**src/design/pits_ram.sv**
```systemverilog
// Simple dual-port synchronous RAM with registered read data.
module pits_ram #(
   parameter int AW    = 8,
   parameter int DW    = 8,
   parameter int DEPTH = 256
) (
   input  logic          clock,
   input  logic          we,
   input  logic [AW-1:0] waddr,
   input  logic [DW-1:0] wdata,
   input  logic [AW-1:0] raddr,
   output logic [DW-1:0] rdata
);

   logic [DW-1:0] mem [DEPTH];
   logic [DW-1:0] rdata_ff;

   always_ff @(posedge clock) begin
      if (we) begin
         mem[waddr] <= wdata;
      end
      rdata_ff <= mem[raddr];
   end

   assign rdata = rdata_ff;

endmodule

```
**config.mk**
```make
export PLATFORM = sky130hd
export DESIGN_NAME = pits_ram
export DESIGN_NICKNAME = d
export VERILOG_FILES = /design/src/design/pits_ram.sv
export SDC_FILE = /design/constraint.sdc
export NUM_CORES = 2
export LEC_CHECK = 0
export BUFFER_PORTS_ARGS = -buffer_cell sky130_fd_sc_hd__buf_2
export CORE_ASPECT_RATIO = 0.7
export CORE_MARGIN = 5
export CORE_UTILIZATION = 55
export CTS_CLUSTER_DIAMETER = 200
export CTS_CLUSTER_SIZE = 28
export DETAILED_ROUTE_END_ITERATION = 8
export PLACE_DENSITY = 0.71
export SETUP_SLACK_MARGIN = 0.05
export SLEW_MARGIN = 10
export SYNTH_ARGS = -nofsm -noshare
export SYNTH_HDL_FRONTEND = slang
export SYNTH_SLANG_ARGS = --single-unit
```
**constraint.sdc**
```tcl
create_clock -name clock -period 7.2 [get_ports clock]
set_clock_uncertainty 0.2 [all_clocks]
set_input_delay 2.16 -clock clock [delete_from_list [all_inputs] [get_ports clock]]
set_output_delay 2.16 -clock clock [all_outputs]
set_load 0.005 [all_outputs]
```
# Word level (Yosys, flattened, before mapping)
# Memories as Yosys holds them, arrays and structs flattened. A register that Yosys moved wholly into a read port is not among the register bits.
# Cells that the tools add are included.
[word_totals] ramBits=2048 wordCells=3 reg_bits=0 mem_count=1 rom_bits=0 latchBits=0
[op_classes] n_shift=0 mux=2 multipliers=0 bitwise_logic=0 n_lt_le_gt_ge=0 div_mod_pow=0 eq_ne=0 n_reduce_logical=0 add_sub_neg=0
[memory_table] memory="mem" words=256 width=8 read_ports=1 rd_ports_with_merged_regs=1 wr=1 line_no="15" text="logic [DW-1:0] mem [DEPTH];"
[op_table] op="2-to-1 mux 1 bit" count=2

# Logic depth before layout (Yosys ltp)
[depth] depth_word=2 mapped_depth=11

# Worst setup path after synthesis
# OpenSTA, ideal clock, no wires.
[synth_path] path_type="input to register" start="input port raddr[0]" end="register rdata_ff[2] (netlist: rdata[2]), read port of mem" setup_slack_ns=2.902 required_time_ns=6.869 n_path_buf=4 t_arrival_ns=3.967 cell_stages=9 path_cell_list="buf_6 buf_12 buf_8 buf_2 mux4_2 a22oi_1 a21oi_1 nor4_1 nor4_2"
[synth_rtl] item="start, declared" line_no="11" text="input logic [AW-1:0] raddr,"
[synth_rtl] item="end, declared" line_no="16" text="logic [DW-1:0] rdata_ff;"

==> flow_summary_export.csv <==
group,metric,value,unit
setup_path,crit_arrival,5700,ps
synth,ys_ff_latch,2056,
place,place_congestion,0.8543,
grt,gr-usage-met3,6.204,%
setup_path,r2r_cells,7,
route,viasPerCell,6.776,
sta,worst_slack,1881,ps
floorplanning,fp.dieH,328.2,um
hold_path,hp-start,"mem[32][5]",
pwr,pwr-share-seq,65.9,%
finish,synthToLayoutAreaGrowth,5.819,%
route,via_count,38360,
grt,grtUsageMet1,39.43,%
synth,yosysTopAreaCell,"edfxtp_1",
grt,grt_pass1_vias,37700,
synth,post_synth.cell_area_avg,21.31,um2
clocking,cts_resized,0,
finish,fill_cells,10160,
grt,grt_max_degree,221,
sta,tns,0,ps
place,dp_slack,1081,ps
floorplanning,die_area,152500,um2
sta,post-route-min-period,5319,ps
sta,setup_viol_count_final,0,
setup_path,crit_slowest_cell,"nor4_1",
floorplanning,pin_count,34,
synth,synth-async-reset-ratio,0,%
synth,synth_warnings,0,
grt,grt_antenna_before_repair,12,
synth,synthTopCellsByArea,"edfxtp_1, mux4_2, mux2i_1",
clocking,path_clk_slew,110,ps
grt,grt_use_total,24.81,%
setup_path,critPathLaunchType,"primary input",
setup_path,worstPathRequired,7580,ps
route,route.detailed.drc,0,
clocking,cts.sink_count,2056,
finish,drive_gt1_share,18.94,%
place,dp_cells,5539,
synth,synth_fp_nets,3759,
sta,timing.slew.headroom,5.326,%
clocking,clk_latency,740,ps
sta,slew_viol_final,0,
setup_path,critPathCaptureType,"register",
clocking,clockBufferDepth,3,
clocking,cts_buffers,83,
route,first_pass_iters,5,
synth,synth_edf_count,2048,
setup_path,worstReg2RegStart,"mem[131][2]",
sta,worst_pin_slew,1384,ps
floorplanning,core,143400,um2
sta,rsz0062_at_grt,"no",
pwr,switching_share,21.24,%
pwr,power_frac_comb,5.9,%
setup_path,path_cells,"buf_8, buf_12, buf_4, and2_1, a221oi_1, o211ai_1, nand3_1, nor4_1, nor4_2",
hold_path,min_to,"rdata[5]",
clocking,tritoncts,"yes",
grt,grt_overflow,0,
synth,synth_top_area_share,77.30,%
finish,instances_no_fill,5662,
route,wl,188.7,mm
clocking,h-tree-depth,3,
place,post-dp-hpwl,117.5,mm
synth,netlist_area,79560,um2
finish,multi_input_area,16500,um2
finish,layout.nets,3762,
route,drtAntennaViolNets,0,
clocking,hold_buffers,0,
pwr,p_clk_share,28.2,%
finish,ff_latch_area,61660,um2
setup_path,crit_fanout,86,
outcome,outcome,"finished, final reports clean",
sta,finalCritPeriodShare,73.88,%
pwr,internal-power,15.79,mW
setup_path,r2r_end,"rdata[2]",
floorplanning,dieWidth,464.6,um
grt,busiest_layer,"met1",
route,routedWlPerCell,33.34,um
pwr,ir_drop,204.1,uV
clocking,cts_setup_buffers,0,
setup_path,rrSetupSlack,4090,ps
synth,synth-main-ff-cell,"edfxtp_1",
pwr,switching_power,4.257,mW
synth,ys_types,55,
pwr,power.static_leakage,25.19,nW
grt,met2_usage,35.06,%
sta,max_freq,188.0,MHz
clocking,cts-root-buf,"clkbuf_16",
floorplanning,start_util,55.48,%
grt,grt_pass1_wl,273.3,mm
setup_path,criticalPathCategory,"in -> reg",
synth,syn-instance-count,3733,
pwr,pwr_density_cell,238.1,nW/um2
sta,hold_viol,0,
setup_path,max_stage_delay,1070,ps
place,port_buffers,33,
hold_path,min_delay_path_depth,6,
synth,seq_area_frac_synth,77.50,%
flow_run,cap_violations,0,
hold_path,holdCritPathClass,"reg -> reg",
floorplanning,row_count,116,
route,drtIter0Drc,5824,
==> critical path, delay by kind of cell <==
kind | cells | cell delay (ps)
buffers and inverters | 3 | 1260
AO/OA/AOI/OAI | 2 | 380
AND/OR/NAND/NOR | 4 | 1670
==> power by group through the flow <==
stage,clock network [mW],registers [mW],logic (mW)
after CTS,5.71,13.2,1.18
after detailed placement,0,13.5,1.18
final,5.65,13.2,1.19
after global routing,6.16,13.2,1.25
after global placement,0,13.5,1.16
after floorplan,0,13.5,0.641
==> area by class of cell <==
class                           count  area share (%)
Antenna cell                        4         0.01189
Clock buffer                      116           2.665
Clock inverter                      3         0.04013
Inverter                            2        0.008917
Multi-Input combinational cell   1442           19.60
Sequential cell                  2056           73.24
Tap cell                         1888           2.806
Timing Repair Buffer              151           1.629
==> per-stage QoR <==
step / utilization (%) / instance area (um2) / hold WS (ps) / power [mW]
floorplan: - / 79560 / 569.9 / 14.10
global placement: 57.10 / 81890 / 697.8 / 14.63
detailed placement: 57.11 / 81900 / 733.4 / 14.66
CTS: 58.70 / 84180 / 740.5 / 20.09
global route: 58.70 / 84180 / 779.6 / 20.61
finish: 58.71 / 84190 / 752.4 / 20.05
==> kinds of logic (layout without fill, tap and decap cells) <==
group | count (synthesis) | count (layout) | synth area share [%]
simple gates | 466 | 466 | 2.628
buf+inv | 235 | 272 | 1.831
compound gates | 385 | 385 | 3.419
other cells | 0 | 4 | 0
mux | 591 | 591 | 14.62
flops | 2056 | 2056 | 77.50
==> layer usage <==
layer  wire [um]  vias to the layer above
li1            -                    15550
met2       83170                     2261
met1       78500                    20310
met4        4837                        0
met5           0                        -
met3       22240                      246
==> state kept, by name, indices dropped and copies added, names as in the netlist <==
signal  flops
mem      2048
rdata       8
==> worst max path at each step <==
| stage | from | to | slack [ps] | depth (start not counted) |
|---|---|---|---|---|
| after detailed placement | raddr[0] | rdata[2] | 1080 | 9 |
| after floorplan | raddr[0] | rdata[2] | 2900 | 9 |
| after CTS | raddr[0] | rdata[2] | 1870 | 9 |
| after global routing | raddr[0] | rdata[2] | 1840 | 9 |
| after global placement | raddr[0] | rdata[3] | 950 | 8 |
| final | raddr[1] | rdata[2] | 1880 | 9 |
==> Yosys cell counts (6+ instances only) <==
| cell type | count |
|---|---|
| and2_1 | 6 |
| nand2b_1 | 8 |
| nor2_1 | 282 |
| buf_2 | 31 |
| a21oi_1 | 96 |
| a22o_1 | 8 |
| buf_8 | 13 |
| buf_6 | 21 |
| nand3_1 | 34 |
| a211oi_1 | 16 |
| nand4_1 | 10 |
| nor3_1 | 22 |
| buf_4 | 27 |
| a221oi_1 | 13 |
| dfxtp_1 | 8 |
| a22oi_1 | 133 |
| nand2_1 | 33 |
| o221ai_1 | 46 |
| clkbuf_1 | 111 |
| o211ai_1 | 10 |
| mux2i_1 | 134 |
| buf_1 | 22 |
| edfxtp_1 | 2048 |
| o21ai_0 | 10 |
| nor2b_1 | 31 |
| o22ai_1 | 28 |
| buf_12 | 8 |
| nor4_1 | 24 |
| mux4_2 | 454 |
==> layout by cell type, fill, tap and decap left out, types with 28 or more instances in the layout <==
cell type	instances
mux2i_1	134
a22oi_1	133
o221ai_1	46
mux4_2	454
nand3_1	34
nor2b_1	28
buf_4	102
edfxtp_1	2048
o22ai_1	28
nand2_1	33
clkbuf_16	85
clkbuf_1	31
a21oi_1	96
nor2_1	279
(Power assumes the default switching activity.)
