File: src/design/pits_pkg.sv
// Shared constants, request struct and index helpers for the permutation swap table.
package pits_pkg;

   localparam int TABLE_SIZE = 256;
   localparam int ADDR_W     = $clog2(TABLE_SIZE);
   localparam int DATA_W     = 8;

   localparam logic [1:0] OP_LOAD   = 2'd0;
   localparam logic [1:0] OP_SWAP   = 2'd1;
   localparam logic [1:0] OP_TOGGLE = 2'd2;
   localparam logic [1:0] OP_READ   = 2'd3;

   typedef struct packed {
      logic              we;
      logic [ADDR_W-1:0] waddr;
      logic [DATA_W-1:0] wdata;
      logic [ADDR_W-1:0] raddr;
   } ram_req_type;

   function automatic logic in_range(input logic [DATA_W-1:0] x);
      return (32'(x) < TABLE_SIZE);
   endfunction

   function automatic logic [ADDR_W-1:0] addr_of(input logic [DATA_W-1:0] x);
      return ADDR_W'(x);
   endfunction

endpackage

File: src/design/pits_ctrl.sv
// Sequencer: decodes requests and runs read-modify-write on the two tables.
module pits_ctrl (
   input  logic                      clock,
   input  logic                      reset,
   input  logic                      req_valid,
   output logic                      req_stall,
   input  logic [1:0]                req_operation,
   input  logic [7:0]                req_first_index,
   input  logic [7:0]                req_second_index,
   input  logic [7:0]                req_load_value,
   output logic                      rsp_valid,
   input  logic                      rsp_stall,
   output logic [7:0]                rsp_entry_value,
   output logic                      rsp_showing_positions,
   output pits_pkg::ram_req_type     val_req,
   output pits_pkg::ram_req_type     pos_req,
   input  logic [pits_pkg::DATA_W-1:0] val_rdata,
   input  logic [pits_pkg::DATA_W-1:0] pos_rdata
);

   localparam logic [2:0] S_IDLE    = 3'd0;
   localparam logic [2:0] S_RD_DATA = 3'd1;
   localparam logic [2:0] S_SW_RJ   = 3'd2;
   localparam logic [2:0] S_SW_WI   = 3'd3;
   localparam logic [2:0] S_SW_WJ   = 3'd4;
   localparam logic [2:0] S_SW_WX   = 3'd5;
   localparam logic [2:0] S_SW_WY   = 3'd6;

   logic [2:0] state_ff, state_in;
   logic       view_ff, view_in;        // 1: values view
   logic [7:0] i_ff, i_in;
   logic [7:0] j_ff, j_in;
   logic [7:0] a_ff, a_in;
   logic [7:0] x_ff, x_in;
   logic [7:0] ox_ff, ox_in;
   logic       ok_ff, ok_in;
   logic       rsp_valid_ff, rsp_valid_in;
   logic [7:0] rsp_value_ff, rsp_value_in;
   logic       rsp_pos_ff, rsp_pos_in;

   pits_pkg::ram_req_type view_req, other_req;
   logic [7:0] view_rdata, other_rdata;
   logic       load_we;

   assign view_rdata  = view_ff ? val_rdata : pos_rdata;
   assign other_rdata = view_ff ? pos_rdata : val_rdata;
   assign req_stall   = (state_ff != S_IDLE);

   always_comb begin
      state_in     = state_ff;
      view_in      = view_ff;
      i_in         = i_ff;
      j_in         = j_ff;
      a_in         = a_ff;
      x_in         = x_ff;
      ox_in        = ox_ff;
      ok_in        = ok_ff;
      rsp_valid_in = rsp_valid_ff && rsp_stall;
      rsp_value_in = rsp_value_ff;
      rsp_pos_in   = rsp_pos_ff;
      view_req     = '0;
      other_req    = '0;
      load_we      = 1'b0;

      case (state_ff)
         S_IDLE: begin
            if (req_valid) begin
               i_in = req_first_index;
               j_in = req_second_index;
               case (req_operation)
                  pits_pkg::OP_LOAD: begin
                     load_we = pits_pkg::in_range(req_first_index) &&
                               pits_pkg::in_range(req_load_value);
                  end
                  pits_pkg::OP_SWAP: begin
                     if (pits_pkg::in_range(req_first_index) &&
                         pits_pkg::in_range(req_second_index)) begin
                        view_req.raddr = pits_pkg::addr_of(req_first_index);
                        state_in       = S_SW_RJ;
                     end
                  end
                  pits_pkg::OP_TOGGLE: begin
                     view_in = !view_ff;
                  end
                  pits_pkg::OP_READ: begin
                     view_req.raddr = pits_pkg::addr_of(req_first_index);
                     state_in       = S_RD_DATA;
                  end
                  default: begin
                     state_in = S_IDLE;
                  end
               endcase
            end
         end
         S_RD_DATA: begin
            view_req.raddr = pits_pkg::addr_of(i_ff);
            if (!rsp_valid_ff || !rsp_stall) begin
               rsp_valid_in = 1'b1;
               rsp_value_in = pits_pkg::in_range(i_ff) ? view_rdata : 8'd0;
               rsp_pos_in   = !view_ff;
               state_in     = S_IDLE;
            end
         end
         S_SW_RJ: begin
            view_req.raddr = pits_pkg::addr_of(j_ff);
            a_in           = view_rdata;
            state_in       = S_SW_WI;
         end
         S_SW_WI: begin
            view_req.we     = 1'b1;
            view_req.waddr  = pits_pkg::addr_of(i_ff);
            view_req.wdata  = view_rdata;
            other_req.raddr = pits_pkg::addr_of(view_rdata);
            x_in            = view_rdata;
            ok_in           = pits_pkg::in_range(view_rdata) && pits_pkg::in_range(a_ff);
            state_in        = S_SW_WJ;
         end
         S_SW_WJ: begin
            view_req.we     = 1'b1;
            view_req.waddr  = pits_pkg::addr_of(j_ff);
            view_req.wdata  = a_ff;
            other_req.raddr = pits_pkg::addr_of(a_ff);
            ox_in           = other_rdata;
            state_in        = S_SW_WX;
         end
         S_SW_WX: begin
            other_req.we    = ok_ff;
            other_req.waddr = pits_pkg::addr_of(x_ff);
            other_req.wdata = other_rdata;
            state_in        = S_SW_WY;
         end
         S_SW_WY: begin
            other_req.we    = ok_ff;
            other_req.waddr = pits_pkg::addr_of(a_ff);
            other_req.wdata = ox_ff;
            state_in        = S_IDLE;
         end
         default: begin
            state_in = S_IDLE;
         end
      endcase

      val_req = view_ff ? view_req : other_req;
      pos_req = view_ff ? other_req : view_req;
      if (load_we) begin
         val_req.we    = 1'b1;
         val_req.waddr = pits_pkg::addr_of(req_first_index);
         val_req.wdata = req_load_value;
         pos_req.we    = 1'b1;
         pos_req.waddr = pits_pkg::addr_of(req_load_value);
         pos_req.wdata = req_first_index;
      end
   end

   always_ff @(posedge clock) begin
      if (reset) begin
         state_ff     <= S_IDLE;
         view_ff      <= 1'b1;
         rsp_valid_ff <= 1'b0;
      end else begin
         state_ff     <= state_in;
         view_ff      <= view_in;
         rsp_valid_ff <= rsp_valid_in;
      end
   end

   always_ff @(posedge clock) begin
      i_ff         <= i_in;
      j_ff         <= j_in;
      a_ff         <= a_in;
      x_ff         <= x_in;
      ox_ff        <= ox_in;
      ok_ff        <= ok_in;
      rsp_value_ff <= rsp_value_in;
      rsp_pos_ff   <= rsp_pos_in;
   end

   assign rsp_valid             = rsp_valid_ff;
   assign rsp_entry_value       = rsp_value_ff;
   assign rsp_showing_positions = rsp_pos_ff;

   a_rsp_from_read: assert property (@(posedge clock) disable iff (reset)
      $rose(rsp_valid_ff) |-> $past(state_ff) == S_RD_DATA)
      else $error("response raised outside read completion");

   a_swap_order: assert property (@(posedge clock) disable iff (reset)
      state_ff == S_SW_WY |-> $past(state_ff) == S_SW_WX)
      else $error("swap write-back out of order");

   a_view_toggle: assert property (@(posedge clock) disable iff (reset)
      (!$past(reset) && view_ff != $past(view_ff)) |->
         $past(req_valid && !req_stall && req_operation == pits_pkg::OP_TOGGLE))
      else $error("view changed without toggle request");

   a_no_dual_view_write: assert property (@(posedge clock) disable iff (reset)
      (state_ff != S_IDLE) |-> !load_we)
      else $error("load write while sequencer busy");

endmodule
File: config.mk
export PLATFORM = sky130hd
export DESIGN_NAME = pits_ctrl
export DESIGN_NICKNAME = d
export VERILOG_FILES = /design/src/design/pits_pkg.sv /design/src/design/pits_ctrl.sv
export SDC_FILE = /design/constraint.sdc
export NUM_CORES = 1
export LEC_CHECK = 0
export BUFFER_PORTS_ARGS = -buffer_cell sky130_fd_sc_hd__clkbuf_2
export CAP_MARGIN = 10
export CELL_PAD_IN_SITES_DETAIL_PLACEMENT = 0
export CELL_PAD_IN_SITES_GLOBAL_PLACEMENT = 2
export CORE_MARGIN = 5
export CORE_UTILIZATION = 33
export DETAILED_ROUTE_END_ITERATION = 10
export PLACE_DENSITY = 0.91
export SLEW_MARGIN = 20
export SYNTH_ARGS = -nofsm -noshare
export SYNTH_HDL_FRONTEND = slang
export SYNTH_SLANG_ARGS = --single-unit
File: constraint.sdc
create_clock -name clock -period 2.1 [get_ports clock]
set_input_delay 0 -clock clock [delete_from_list [all_inputs] [get_ports clock]]
set_output_delay 0 -clock clock [all_outputs]
set_load 0.1 [all_outputs]
## Word-level counts from Yosys, hierarchy flattened

Index checks and enable logic that the tools add are counted.

- Flip-flop bits (word level): 54
- Input bits: 46
- Output and inout port bits: 61

- Eq/ne operators: 12
- Mux-type cells: 21
- Reduce and logical (&&, ||, !) cells: 13

Operators by type and width:

| kind | number |
|---|---|
| case mux 17 bit (2 select lines) | 2 |
| 2-to-1 mux 25 bit | 2 |
| 2-to-1 mux 17 bit | 2 |
| 2-to-1 mux 8 bit | 4 |
| case mux 8 bit (3 select lines) | 1 |
| case mux 3 bit (6 select lines) | 1 |
| case mux 8 bit (2 select lines) | 1 |
| == test 3 bit (second input constant) | 3 |
| == test 3 x 2 -> 1 bit (second input constant) | 2 |
| 2-to-1 mux 3 bit | 2 |
| case mux 3 bit (2 select lines) | 1 |
| AND reduction 3 bit | 2 |
| 2-to-1 mux 1 bit | 5 |
| == test 2 bit (second input constant) | 2 |
| inequality test 2 bit (second input constant) | 2 |
| AND reduction 2 bit | 2 |
| == test 3 x 1 -> 1 bit (second input constant) | 1 |
| zero test 1 bit | 3 |
| zero test 3 bit | 1 |
| inequality test 3 x 1 -> 1 bit (second input constant) | 1 |
| nonzero test 3 bit | 1 |
| == test 2 x 1 -> 1 bit (second input constant) | 1 |
| zero test 2 bit | 1 |
| OR reduction 2 bit | 1 |
| other kinds (2) | 2 |

## Logic depth before layout (Yosys ltp)

- Depth after elaboration: 7
- Mapped depth: 6
- Depth with buffers taken out: 3

## Worst setup path before layout

Ideal clock, no wire load.

- Path kind: flip-flop to output port
- Start point: register state_ff[2]
- End point: output pos_req[11] in the netlist's numbering
- Arrival time: 3.137 ns
- Setup slack: -1.037 ns
- Cell stages (with the launch flop): 5
- Path buffers: 1
- Cell sequence: dfxtp_1 -> buf_6 -> nor3b_4 -> a221oi_1 -> o21ai_0

RTL lines:

| what | RTL line | RTL |
|---|---|---|
| start: declaration | pits_ctrl.sv:29 | `logic [2:0] state_ff, state_in;` |
| start signal: assignment | pits_ctrl.sv:161 | `state_ff <= state_in;` |
| end: declaration | pits_ctrl.sv:16 | `output pits_pkg::ram_req_type pos_req,` |

==> impl_metrics.tcl <==
set metrics [dict create \
    drt_iter0_drc 220 \
    cts_max_path_buffers 2 \
    fmaxAchievable_ghz 0.490 \
    rsz0062_at_grt "yes" \
    routed_wl_um 11700 \
    drive_gt1_frac 0.511 \
    setup_violations 0 \
    nFillCells 841 \
    ys_types 37 \
    slew-limit-headroom 0.543 \
    setup.worst_path.start_class "flop" \
    ys_seq_area_frac 0.454 \
    slew_violations 0 \
    power_mw 3.64 \
    seqCellArea_mm2 0.00158 \
    syn_to_final_growth_pct 63.6 \
    ys_warn_count 0 \
    cts_setup_buffers 0 \
    start_util 0.336 \
    synth_nets 335 \
    root_buffer "clkbuf_8" \
    slowest_delay_ns 0.50 \
    clk_pin_slew_ns 0.09 \
    ios 107 \
    grt_max_degree 60 \
    wl_per_cell_um 21.7 \
    hold_viol 0 \
    synth_area_mm2 0.00346 \
    p_leak_nw 2.03 \
    fin_hold_ws_ns 0.0183 \
    die_h_um 112 \
    io_buffer_count 106 \
    fin_ws_ns 0.0607 \
    multi_input_area_mm2 0.00212 \
    cts_sinks 54 \
    viasPerCell 6.08 \
    period_share 0.971 \
    synthFlopType "edfxtp_1" \
    gp_congestion 0.863 \
    crit_type "reg2out" \
    core-area_mm2 0.0103 \
    r2r_setup_slack_ns 0.49 \
    detailed_place_hpwl_um 8330 \
    cts-buffers-inserted 5 \
    num_antenna_cells 0 \
    synth_seq_cells 54 \
    avgSynthCellArea_um2 12.0 \
    endpoint_kind "output pin" \
    die_w_um 112 \
    crit_slowest_cell "a221oi_1" \
    htree_levels 2 \
    rows 37 \
    synth_edf_count 49 \
    grtUsageTotal 0.182 \
    async_flop_share 0 \
    path_cells "and3b_1 > buf_4 > a221oi_1 > o2bb2ai_4 > buf_12" \
    synthCells 289 \
    worst_pin_slew_ns 0.686 \
    drt_pre_antenna_iters 5 \
    tritoncts "done" \
    final_nets 450 \
    finClkSkew_ns 0.00652 \
    vias 3290 \
    drc 0 \
    arrival_ns 2.04 \
    cp.required_ns 2.10 \
    pwr_density_cell_mw_per_mm2 643 \
    dp_slack_ns 0.332 \
    antenna_found_initial 0 \
    fin_tns_setup_ns 0 \
    hp-class "in2reg" \
    grt_pass1_vias 3425 \
    drtAntennaViolNets 0 \
    maxCapViolations 0 \
    clk_latency_ns 0.30 \
    fin_crit_ns 2.04 \
    grt_pass1_wl_um 18800 \
    die_area_mm2 0.0126 \
    overflow 0 \
    path_max_fanout 16 \
    worst_ir_drop_vdd_v 0.000452 \
    status "finished clean" \
]
[cell families after synthesis]
logic type | synth area share
AO/OA/AOI/OAI | 0.332
flip-flops | 0.454
AND/OR/NAND/NOR | 0.0868
buffers and inverters | 0.0713
multiplexers | 0.0550
[cell type report]
cell class / count / area share
clock buffers: 7 / 0.0135
clock inverters: 1 / 0.000663
inverters: 4 / 0.00265
multi-input cells: 195 / 0.374
flip-flops and latches: 54 / 0.279
well taps: 136 / 0.0301
repair buffers: 144 / 0.300
[Yosys cell counts, drive strengths merged (4+ instances only)]
master    n  area (µm²)
a221oi   64         642
edfxtp   49        1470
o21ai     9        45.0
nand3    11        55.1
nand2     4        15.0
buf      27         198
clkbuf    9        33.8
and3b     4        35.0
nor2      6        22.5
o2bb2ai  28         245
a31oi    16         100
nor2b    10        62.6
a32oi     9        78.8
dfxtp     5         100
mux2     16         180
[timing repair]
action | CTS | global route
hold buffers | 18 | 0
resized for setup | 4 | 5
hold endpoints to repair | 20 | 0
gates cloned | 0 | 0
endpoints found under the setup margin | 9 | 11
[flip-flops by register name, indices dropped and copies added (netlist names)]
register / cells
ox_ff: 8
rsp_valid: 1
a_ff: 8
j_ff: 8
state_ff: 3
rsp_entry_value: 8
x_ff: 8
i_ff: 8
rsp_showing_positions: 1
view_ff: 1
[critical path, delay by kind of cell, from the launching register on]
| kind | cells | cell delay [ns] |
|---|---|---|
| AO/OA/AOI/OAI | 2 | 0.63 |
| buffers and inverters | 2 | 0.38 |
| flip-flops | 1 | 0.49 |
| AND/OR/NAND/NOR | 1 | 0.23 |
[final timing paths]
path / startpoint / endpoint / cells after the start
setup / recovery: state_ff[1]$_SDFFE_PP0P_ / pos_req[23] / 5
hold / removal: req_operation[1] / view_ff$_SDFFE_PP1P_ / 3
setup reg to reg: state_ff[1]$_SDFFE_PP0P_ / rsp_showing_positions$_DFFE_PP_ / 2
hold reg to reg: view_ff$_SDFFE_PP1P_ / view_ff$_SDFFE_PP1P_ / 2
[cell usage in the layout (no fill, tap or decap), types with 8 or more instances in the layout]
master | Yosys | routed
buf_12 | 0 | 56
a31oi_1 | 16 | 14
clkbuf_2 | 0 | 55
nand3_1 | 11 | 11
dlygate4sd3_1 | 0 | 18
o2bb2ai_4 | 0 | 20
a32oi_1 | 9 | 9
o2bb2ai_2 | 0 | 8
a221oi_2 | 13 | 16
mux2_2 | 16 | 16
edfxtp_1 | 49 | 49
buf_4 | 3 | 13
nor2b_1 | 10 | 10
a221oi_1 | 51 | 48
[stage by stage]
stage               instances  cell area [µm²]   util
floorplan                 289             3930      -
global placement          515             5360  0.521
detailed placement        515             5360  0.521
CTS                       541             5630  0.548
global route              541             5660  0.551
finish                    541             5660  0.551
[power breakdown]
| part | internal (mW) | total (mW) | switching, mW |
|---|---|---|---|
| combinational | 0.617 | 1.79 | 1.18 |
| sequential | 1.23 | 1.28 | 0.0452 |
| clock | 0.234 | 0.570 | 0.336 |
[per-layer routing]
layer / track usage / part of all wire / routed length (µm) / vias to the layer above
met3: 0.0437 / 0.083 / 975 / 26
li1: - / - / - / 1486
met1: 0.240 / 0.40 / 4740 / 1614
met5: 0 / 0 / 0 / -
met4: 0.0569 / 0.027 / 314 / 0
met2: 0.294 / 0.49 / 5710 / 164
(Power assumes the default switching activity.)
